--- config.mk ---
export PLATFORM = sky130hd
export DESIGN_NAME = square_root_radical_simplifier_core
export DESIGN_NICKNAME = d
export VERILOG_FILES = /design/src/design/sqrs_pkg.sv /design/src/design/square_root_radical_simplifier_core.sv
export SDC_FILE = /design/constraint.sdc
export NUM_CORES = 2
export LEC_CHECK = 0
export BUFFER_PORTS_ARGS = -buffer_cell sky130_fd_sc_hd__buf_2
export CAP_MARGIN = 20
export CORE_UTILIZATION = 50
export DETAILED_ROUTE_END_ITERATION = 12
export GPL_TIMING_DRIVEN = 0
export HOLD_SLACK_MARGIN = 0.15
export PLACE_DENSITY = 0.72
export RECOVER_POWER = 50
export SLEW_MARGIN = 10
export SYNTH_ARGS = -nofsm -noshare
export SYNTH_HDL_FRONTEND = slang
export SYNTH_SLANG_ARGS = --single-unit
--- constraint.sdc ---
create_clock -name clk -period 6.8 [get_ports clk]
set_clock_uncertainty 0.1 [all_clocks]
set_input_delay 0.68 -clock clk [delete_from_list [all_inputs] [get_ports clk]]
set_output_delay 0.68 -clock clk [all_outputs]
set_load 0.05 [all_outputs]
--- src/design/sqrs_pkg.sv ---
// Shared types and constants for the square-root radical simplifier.
package sqrs_pkg;

  localparam int OUTER_W  = 16;
  localparam int INNER_W  = 31;
  localparam int ROOT_W   = 32;
  localparam int STATUS_W = 2;

  typedef enum logic [STATUS_W-1:0] {
    ST_POSITIVE = 2'd0,
    ST_ZERO     = 2'd1,
    ST_NEGATIVE = 2'd2
  } status_t;

  typedef enum logic [2:0] {
    S_IDLE,
    S_ROOT,
    S_DIV,
    S_STEP,
    S_FINAL,
    S_OUT
  } state_t;

endpackage

--- src/design/square_root_radical_simplifier_core.sv ---
// Top level of the square-root radical simplifier: trial-division factoring and fixed-point root.
//
//  Channel | Signals                                            | Direction
//  --------+----------------------------------------------------+----------
//  input   | in_valid, in_ready, value                          | in
//  output  | out_valid, out_ready, outer_factor, inner_factor,  | out
//          | root_fixed, status                                 |
//
// A zero or negative request goes from idle straight to the output state.
// A positive request runs the bit-serial root, then trial divisions on the one
// shared restoring divider; there is one division per prime factor counted
// with multiplicity, plus one per candidate divisor (two, then the odd
// numbers) until the candidate exceeds the square root of what is left, so a
// product of two large primes is the slowest case.
// Reset returns the sequencer to idle and drops out_valid.
// A result held by out_ready low stalls only the final load; a new request is
// taken while the previous result still waits.
module square_root_radical_simplifier_core
  import sqrs_pkg::*;
#(
  parameter int VALUE_BITS     = 32,
  parameter int ROOT_FRAC_BITS = 16
) (
  input  logic                  clk,
  input  logic                  rst,
  input  logic                  in_valid,
  output logic                  in_ready,
  input  logic [VALUE_BITS-1:0] value,
  output logic                  out_valid,
  input  logic                  out_ready,
  output logic [OUTER_W-1:0]    outer_factor,
  output logic [INNER_W-1:0]    inner_factor,
  output logic [ROOT_W-1:0]     root_fixed,
  output logic [STATUS_W-1:0]   status
);

  localparam int RW       = VALUE_BITS - 1;
  localparam int HALF     = (VALUE_BITS + 1) / 2;
  localparam int RTW      = HALF + ROOT_FRAC_BITS;
  localparam int RMW      = RTW + 2;
  localparam int ITER_MAX = (RTW > RW) ? RTW : RW;
  localparam int CNT_W    = $clog2(ITER_MAX);

  state_t               state, state_next;
  logic                 out_valid_next;
  logic [2*HALF-1:0]    nsh, nsh_next;
  logic [RTW-1:0]       root, root_next;
  logic [RMW-1:0]       rrem, rrem_next;
  logic [CNT_W-1:0]     cnt, cnt_next;
  logic [RW-1:0]        rest, rest_next;
  logic [RW-1:0]        p, p_next;
  logic [RW-1:0]        dq, dq_next;
  logic [RW-1:0]        drem, drem_next;
  logic [OUTER_W-1:0]   outer, outer_next;
  logic [INNER_W-1:0]   inner, inner_next;
  logic                 odd, odd_next;
  logic                 in_inner, in_inner_next;
  status_t              res_status, res_status_next;
  logic [OUTER_W-1:0]   outer_factor_next;
  logic [INNER_W-1:0]   inner_factor_next;
  logic [ROOT_W-1:0]    root_fixed_next;
  logic [STATUS_W-1:0]  status_next;

  logic [RMW-1:0]       rsh;
  logic [RMW-1:0]       rtrial;
  logic [RW:0]          dsh;
  logic                 dfit;
  logic                 is_neg;

  assign is_neg = value[VALUE_BITS-1];
  assign rsh    = {rrem[RMW-3:0], nsh[2*HALF-1 -: 2]};
  assign rtrial = {root, 2'b01};
  assign dsh    = {drem, dq[RW-1]};
  assign dfit   = dsh >= {1'b0, p};

  always_comb begin
    state_next        = state;
    out_valid_next    = out_valid;
    nsh_next          = nsh;
    root_next         = root;
    rrem_next         = rrem;
    cnt_next          = cnt;
    rest_next         = rest;
    p_next            = p;
    dq_next           = dq;
    drem_next         = drem;
    outer_next        = outer;
    inner_next        = inner;
    odd_next          = odd;
    in_inner_next     = in_inner;
    res_status_next   = res_status;
    outer_factor_next = outer_factor;
    inner_factor_next = inner_factor;
    root_fixed_next   = root_fixed;
    status_next       = status;
    in_ready          = 1'b0;

    if (out_valid && out_ready) begin
      out_valid_next = 1'b0;
    end

    case (state)
      S_IDLE: begin
        in_ready = 1'b1;
        if (in_valid) begin
          root_next  = '0;
          rrem_next  = '0;
          nsh_next   = (2*HALF)'(value);
          rest_next  = value[RW-1:0];
          cnt_next   = CNT_W'(RTW - 1);
          outer_next = '0;
          inner_next = '0;
          if (value == '0) begin
            res_status_next = ST_ZERO;
            state_next      = S_OUT;
          end else if (is_neg) begin
            res_status_next = ST_NEGATIVE;
            state_next      = S_OUT;
          end else begin
            res_status_next = ST_POSITIVE;
            state_next      = S_ROOT;
          end
        end
      end
      S_ROOT: begin
        nsh_next = nsh << 2;
        if (rsh >= rtrial) begin
          rrem_next = rsh - rtrial;
          root_next = {root[RTW-2:0], 1'b1};
        end else begin
          rrem_next = rsh;
          root_next = {root[RTW-2:0], 1'b0};
        end
        cnt_next = cnt - 1'b1;
        if (cnt == '0) begin
          p_next        = RW'(2);
          outer_next    = OUTER_W'(1);
          inner_next    = INNER_W'(1);
          odd_next      = 1'b0;
          in_inner_next = 1'b0;
          dq_next       = rest;
          drem_next     = '0;
          cnt_next      = CNT_W'(RW - 1);
          state_next    = S_DIV;
        end
      end
      S_DIV: begin
        if (dfit) begin
          drem_next = RW'(dsh - {1'b0, p});
          dq_next   = {dq[RW-2:0], 1'b1};
        end else begin
          drem_next = dsh[RW-1:0];
          dq_next   = {dq[RW-2:0], 1'b0};
        end
        cnt_next = cnt - 1'b1;
        if (cnt == '0) begin
          state_next = S_STEP;
        end
      end
      S_STEP: begin
        drem_next  = '0;
        cnt_next   = CNT_W'(RW - 1);
        state_next = S_DIV;
        if (!in_inner && (p > dq)) begin
          state_next = S_FINAL;
        end else if (drem == '0) begin
          rest_next     = dq;
          odd_next      = ~odd;
          in_inner_next = 1'b1;
          if (odd) begin
            outer_next = OUTER_W'(outer * OUTER_W'(p));
          end
        end else begin
          if (odd) begin
            inner_next = INNER_W'(inner * INNER_W'(p));
          end
          p_next        = (p == RW'(2)) ? RW'(3) : p + RW'(2);
          odd_next      = 1'b0;
          in_inner_next = 1'b0;
          dq_next       = rest;
        end
      end
      S_FINAL: begin
        if (rest > RW'(1)) begin
          inner_next = INNER_W'(inner * INNER_W'(rest));
        end
        state_next = S_OUT;
      end
      S_OUT: begin
        if (!out_valid || out_ready) begin
          outer_factor_next = outer;
          inner_factor_next = inner;
          root_fixed_next   = ROOT_W'(root);
          status_next       = res_status;
          out_valid_next    = 1'b1;
          state_next        = S_IDLE;
        end
      end
      default: begin
        state_next = S_IDLE;
      end
    endcase
  end

  always_ff @(posedge clk) begin
    if (rst) begin
      state     <= S_IDLE;
      out_valid <= 1'b0;
    end else begin
      state     <= state_next;
      out_valid <= out_valid_next;
    end
  end

  always_ff @(posedge clk) begin
    nsh          <= nsh_next;
    root         <= root_next;
    rrem         <= rrem_next;
    cnt          <= cnt_next;
    rest         <= rest_next;
    p            <= p_next;
    dq           <= dq_next;
    drem         <= drem_next;
    outer        <= outer_next;
    inner        <= inner_next;
    odd          <= odd_next;
    in_inner     <= in_inner_next;
    res_status   <= res_status_next;
    outer_factor <= outer_factor_next;
    inner_factor <= inner_factor_next;
    root_fixed   <= root_fixed_next;
    status       <= status_next;
  end

  a_accept_leaves_idle: assert property (@(posedge clk) disable iff (rst)
    in_valid && in_ready |=> state != S_IDLE)
    else $error("accepted request did not start the sequencer");

  a_special_fields_zero: assert property (@(posedge clk) disable iff (rst)
    out_valid && (status != ST_POSITIVE) |->
      (outer_factor == '0) && (inner_factor == '0) && (root_fixed == '0))
    else $error("zero or negative result carries nonzero fields");

  a_divisor_valid: assert property (@(posedge clk) disable iff (rst)
    (state == S_DIV || state == S_STEP) |-> p >= RW'(2))
    else $error("trial divisor below two");

  a_remainder_below_divisor: assert property (@(posedge clk) disable iff (rst)
    state == S_STEP |-> drem < p)
    else $error("divider remainder not below divisor");

  a_out_load_from_out_state: assert property (@(posedge clk) disable iff (rst)
    !out_valid ##1 out_valid |-> $past(state) == S_OUT)
    else $error("result raised outside the output state");

endmodule

==> flow_summary.toml <==
[run]
maxCapViolations = 3

[setup_path]
end_kind = "flip-flop"
worstPathArrival_ns = 7.73
cp.required_ns = 7.04
r2r_cells = 24
rr_startpoint = "inner[0]$_DFFE_PP_"
worst-path-max-fanout = 10
endpoint = "inner[30]$_DFFE_PP_"
crit_path_start_kind = "flip-flop"
rrSetupSlack_ns = -0.68
crit_start = "inner[0]$_DFFE_PP_"
critical_path_class = "flip-flop to flip-flop"
timing.rr.end = "inner[30]$_DFFE_PP_"

[sta]
setup_viol = 14
slew_viol_final = 69
layout_min_cycle_time_ns = 7.48
finalCritPeriodShare_pct = 110
layout_setup_ws_ns = -0.685
rsz0062_at_grt = "true"
fin_tns_setup_ns = -6.41
relSlewSlack_pct = -15.1
fmax_mhz = 134
hold_viol = 0
tightest_slew_ns = 1.73

[finish]
syn_to_final_growth_pct = 14.0
mostFrequentLayoutCell = "inv_1"
final_layout_size_suffix_gt1_share_pct = 10.7
post-route-util_pct = 57.8
final_cell_mix = "inv_1 (896), fa_1 (808), nand2_1 (766)"
n_fill_cell = 8684
final_nets = 6950

[global_route]
grt-ovfl-total = 0
grt_pass1_wl_um = 265000
gr-usage-met3_pct = 9.16
gr-usage-met1_pct = 43.1
grt_pass1_vias = 42850
grt_usage_pct = 34.7
antenna_found_initial = 12
grtUsageMet2_pct = 53.9
busiest_layer = "met2"
grt_max_degree = 53

[synth]
avgSynthCellArea_sq_um = 9.69
ys_ff_latch = 361
syn-instance-count = 5358
seq_area_frac_synth_pct = 20.8
synthFlopType = "edfxtp_1"
synth_edf_count = 357
async_flop_share_pct = 0
yosysWarnings = 0
syn_nets = 6620
syn_area_sq_um = 51900
yosysUniqueCellTypes = 79

[detailed_routing]
vias_per_cell = 5.86
wl_um = 180000
drc = 0
ant_nets = 0
wl_per_cell_um = 25.3
drt_pre_antenna_iters = 7
first_iter_violations = 4328
vias = 41652

[placement]
port_buffers = 118
hpwl_um = 137000
place_congestion = 1.05
pre_cts_ws_ns = -2.26

[clocking]
cts_max_level = 2
cts.root.buffer_cell = "clkbuf_16"
cts-root-to-sink-buffers = 3
clk_latency_ns = 0.64
clk_transition_reported_paths_ns = 0.07
cts_tree = "built"
cts_buffers = 44
cts.sink_count = 361

[worst_hold_path]
hp-class = "primary input to flip-flop"

[die]
initial_utilization_pct = 50.7
die_y_um = 324
num_io_pins = 119
core_area_sq_um = 102000
die_w_um = 324
fp.dieArea_sq_um = 105000
fp-row-count = 117

[outcome]
violations = "max-capacitance violations, max-slew violations, negative setup slack"
outcome = "finished with violations"
==> routing by layer <==
layer / wire (um) / vias up / part of all wire [%]
li1: - / 17522 / -
met1: 64700 / 20740 / 36
met2: 80200 / 2664 / 45
met3: 21200 / 722 / 12
met4: 13800 / 4 / 7.7
met5: 33 / - / 0.018
==> cells by family (layout without fill, tap and decap cells) <==
group / after synthesis / after routing / synth area share [%]
mux: 79 / 79 / 1.52
simple gates: 1743 / 1743 / 16.3
compound gates: 473 / 473 / 6.21
xor+xnor: 282 / 282 / 4.76
flops: 361 / 361 / 20.8
other cells: 0 / 13 / 0
fa+ha+maj: 1226 / 1226 / 41.7
buf+inv: 1194 / 1557 / 8.72
==> metrics by stage <==
step | cell area [sq um] | std cells | hold slack, ns
CTS | 58900 | 7069 | 0.262
detailed placement | 54800 | 6866 | 0.319
global route | 59200 | 7092 | 0.286
floorplan | 52200 | 5358 | 0.300
finish | 59200 | 7102 | 0.279
global placement | 54500 | 6844 | 0.301
==> cells in the mapped netlist (32+ instances only) <==
master    count  area share, %
xnor2_1     211            3.6
nor3_1       36           0.35
and2_1      569            6.9
nand2_1     773            5.6
a21oi_1     105            1.0
nor2_1      181            1.3
inv_1       903            6.5
xor2_1       71            1.2
a21o_1       63           0.91
edfxtp_1    357             21
ha_1        385            9.3
nand3_1      37           0.36
nand4_1      32           0.39
o21ai_0      97           0.94
nor4_1       38           0.46
clkbuf_1    266            1.9
mux2i_1      79            1.5
fa_1        841             32
==> worst min path at each step <==
| stage | depth (start not counted) | slack (ns) | end | startpoint |
|---|---|---|---|---|
| detailed placement | 0 | 0.32 | status[0]$_DFFE_PP_ | res_status[0]$_SDFFCE_PP1P_ |
| global placement | 0 | 0.30 | status[1]$_DFFE_PP_ | res_status[1]$_SDFFCE_PP0P_ |
| floorplan | 0 | 0.30 | status[0]$_DFFE_PP_ | res_status[0]$_SDFFCE_PP1P_ |
| finish | 3 | 0.28 | out_valid$_SDFF_PP0_ | out_ready |
| CTS | 3 | 0.26 | out_valid$_SDFF_PP0_ | out_ready |
| global route | 3 | 0.29 | rest[27]$_DFFE_PP_ | value[27] |
==> repair_timing <==
item	4_1_cts	5_1_grt
buffers inserted	138	25
gates resized for setup	398	109
hold endpoints to repair	1	0
pin swaps	89	73
hold buffers	1	0
endpoints found under the setup margin	23	18
==> flip-flops by register name (all words and copies together) (netlist names), 2 cells and up <==
signal	flops
dq	31
status	2
inner	31
res_status	2
nsh	32
inner_factor	31
state	3
rrem	32
drem	31
root	32
outer	16
rest	31
cnt	5
outer_factor	16
root_fixed	32
p	31
==> critical path, cell delays in order, from the launching register on <==
cell and delay (ns):
edfxtp_1 0.44, buf_4 0.24, clkbuf_1 0.37, and2_1 0.28, fa_1 0.43, fa_1 0.50, inv_1 0.05, fa_1 0.47
inv_1 0.04, ha_1 0.21, fa_1 0.53, fa_2 0.44, fa_1 0.55, fa_2 0.47, ha_4 0.19, a21o_1 0.17
a21o_1 0.17, a21o_1 0.19, or3_1 0.32, a31o_2 0.24, o21ai_4 0.10, o21ai_4 0.11, a31oi_4 0.31, xnor2_1 0.17
o22ai_1 0.08
==> area by class of cell <==
type	count	area, sq um	area share, %
multi-input cells	3803	37600	63.6
flip-flops and latches	361	10800	18.2
inverters	903	3390	5.73
plain buffers	272	2110	3.57
repair buffers	303	1980	3.34
well taps	1368	1710	2.89
clock buffers	49	1140	1.93
clock inverters	30	398	0.672
diodes	13	32.5	0.0550
Power is left out: the tool's default activity adds up to more than one toggle a clock period on the data nets, which glitch-free logic cannot reach.
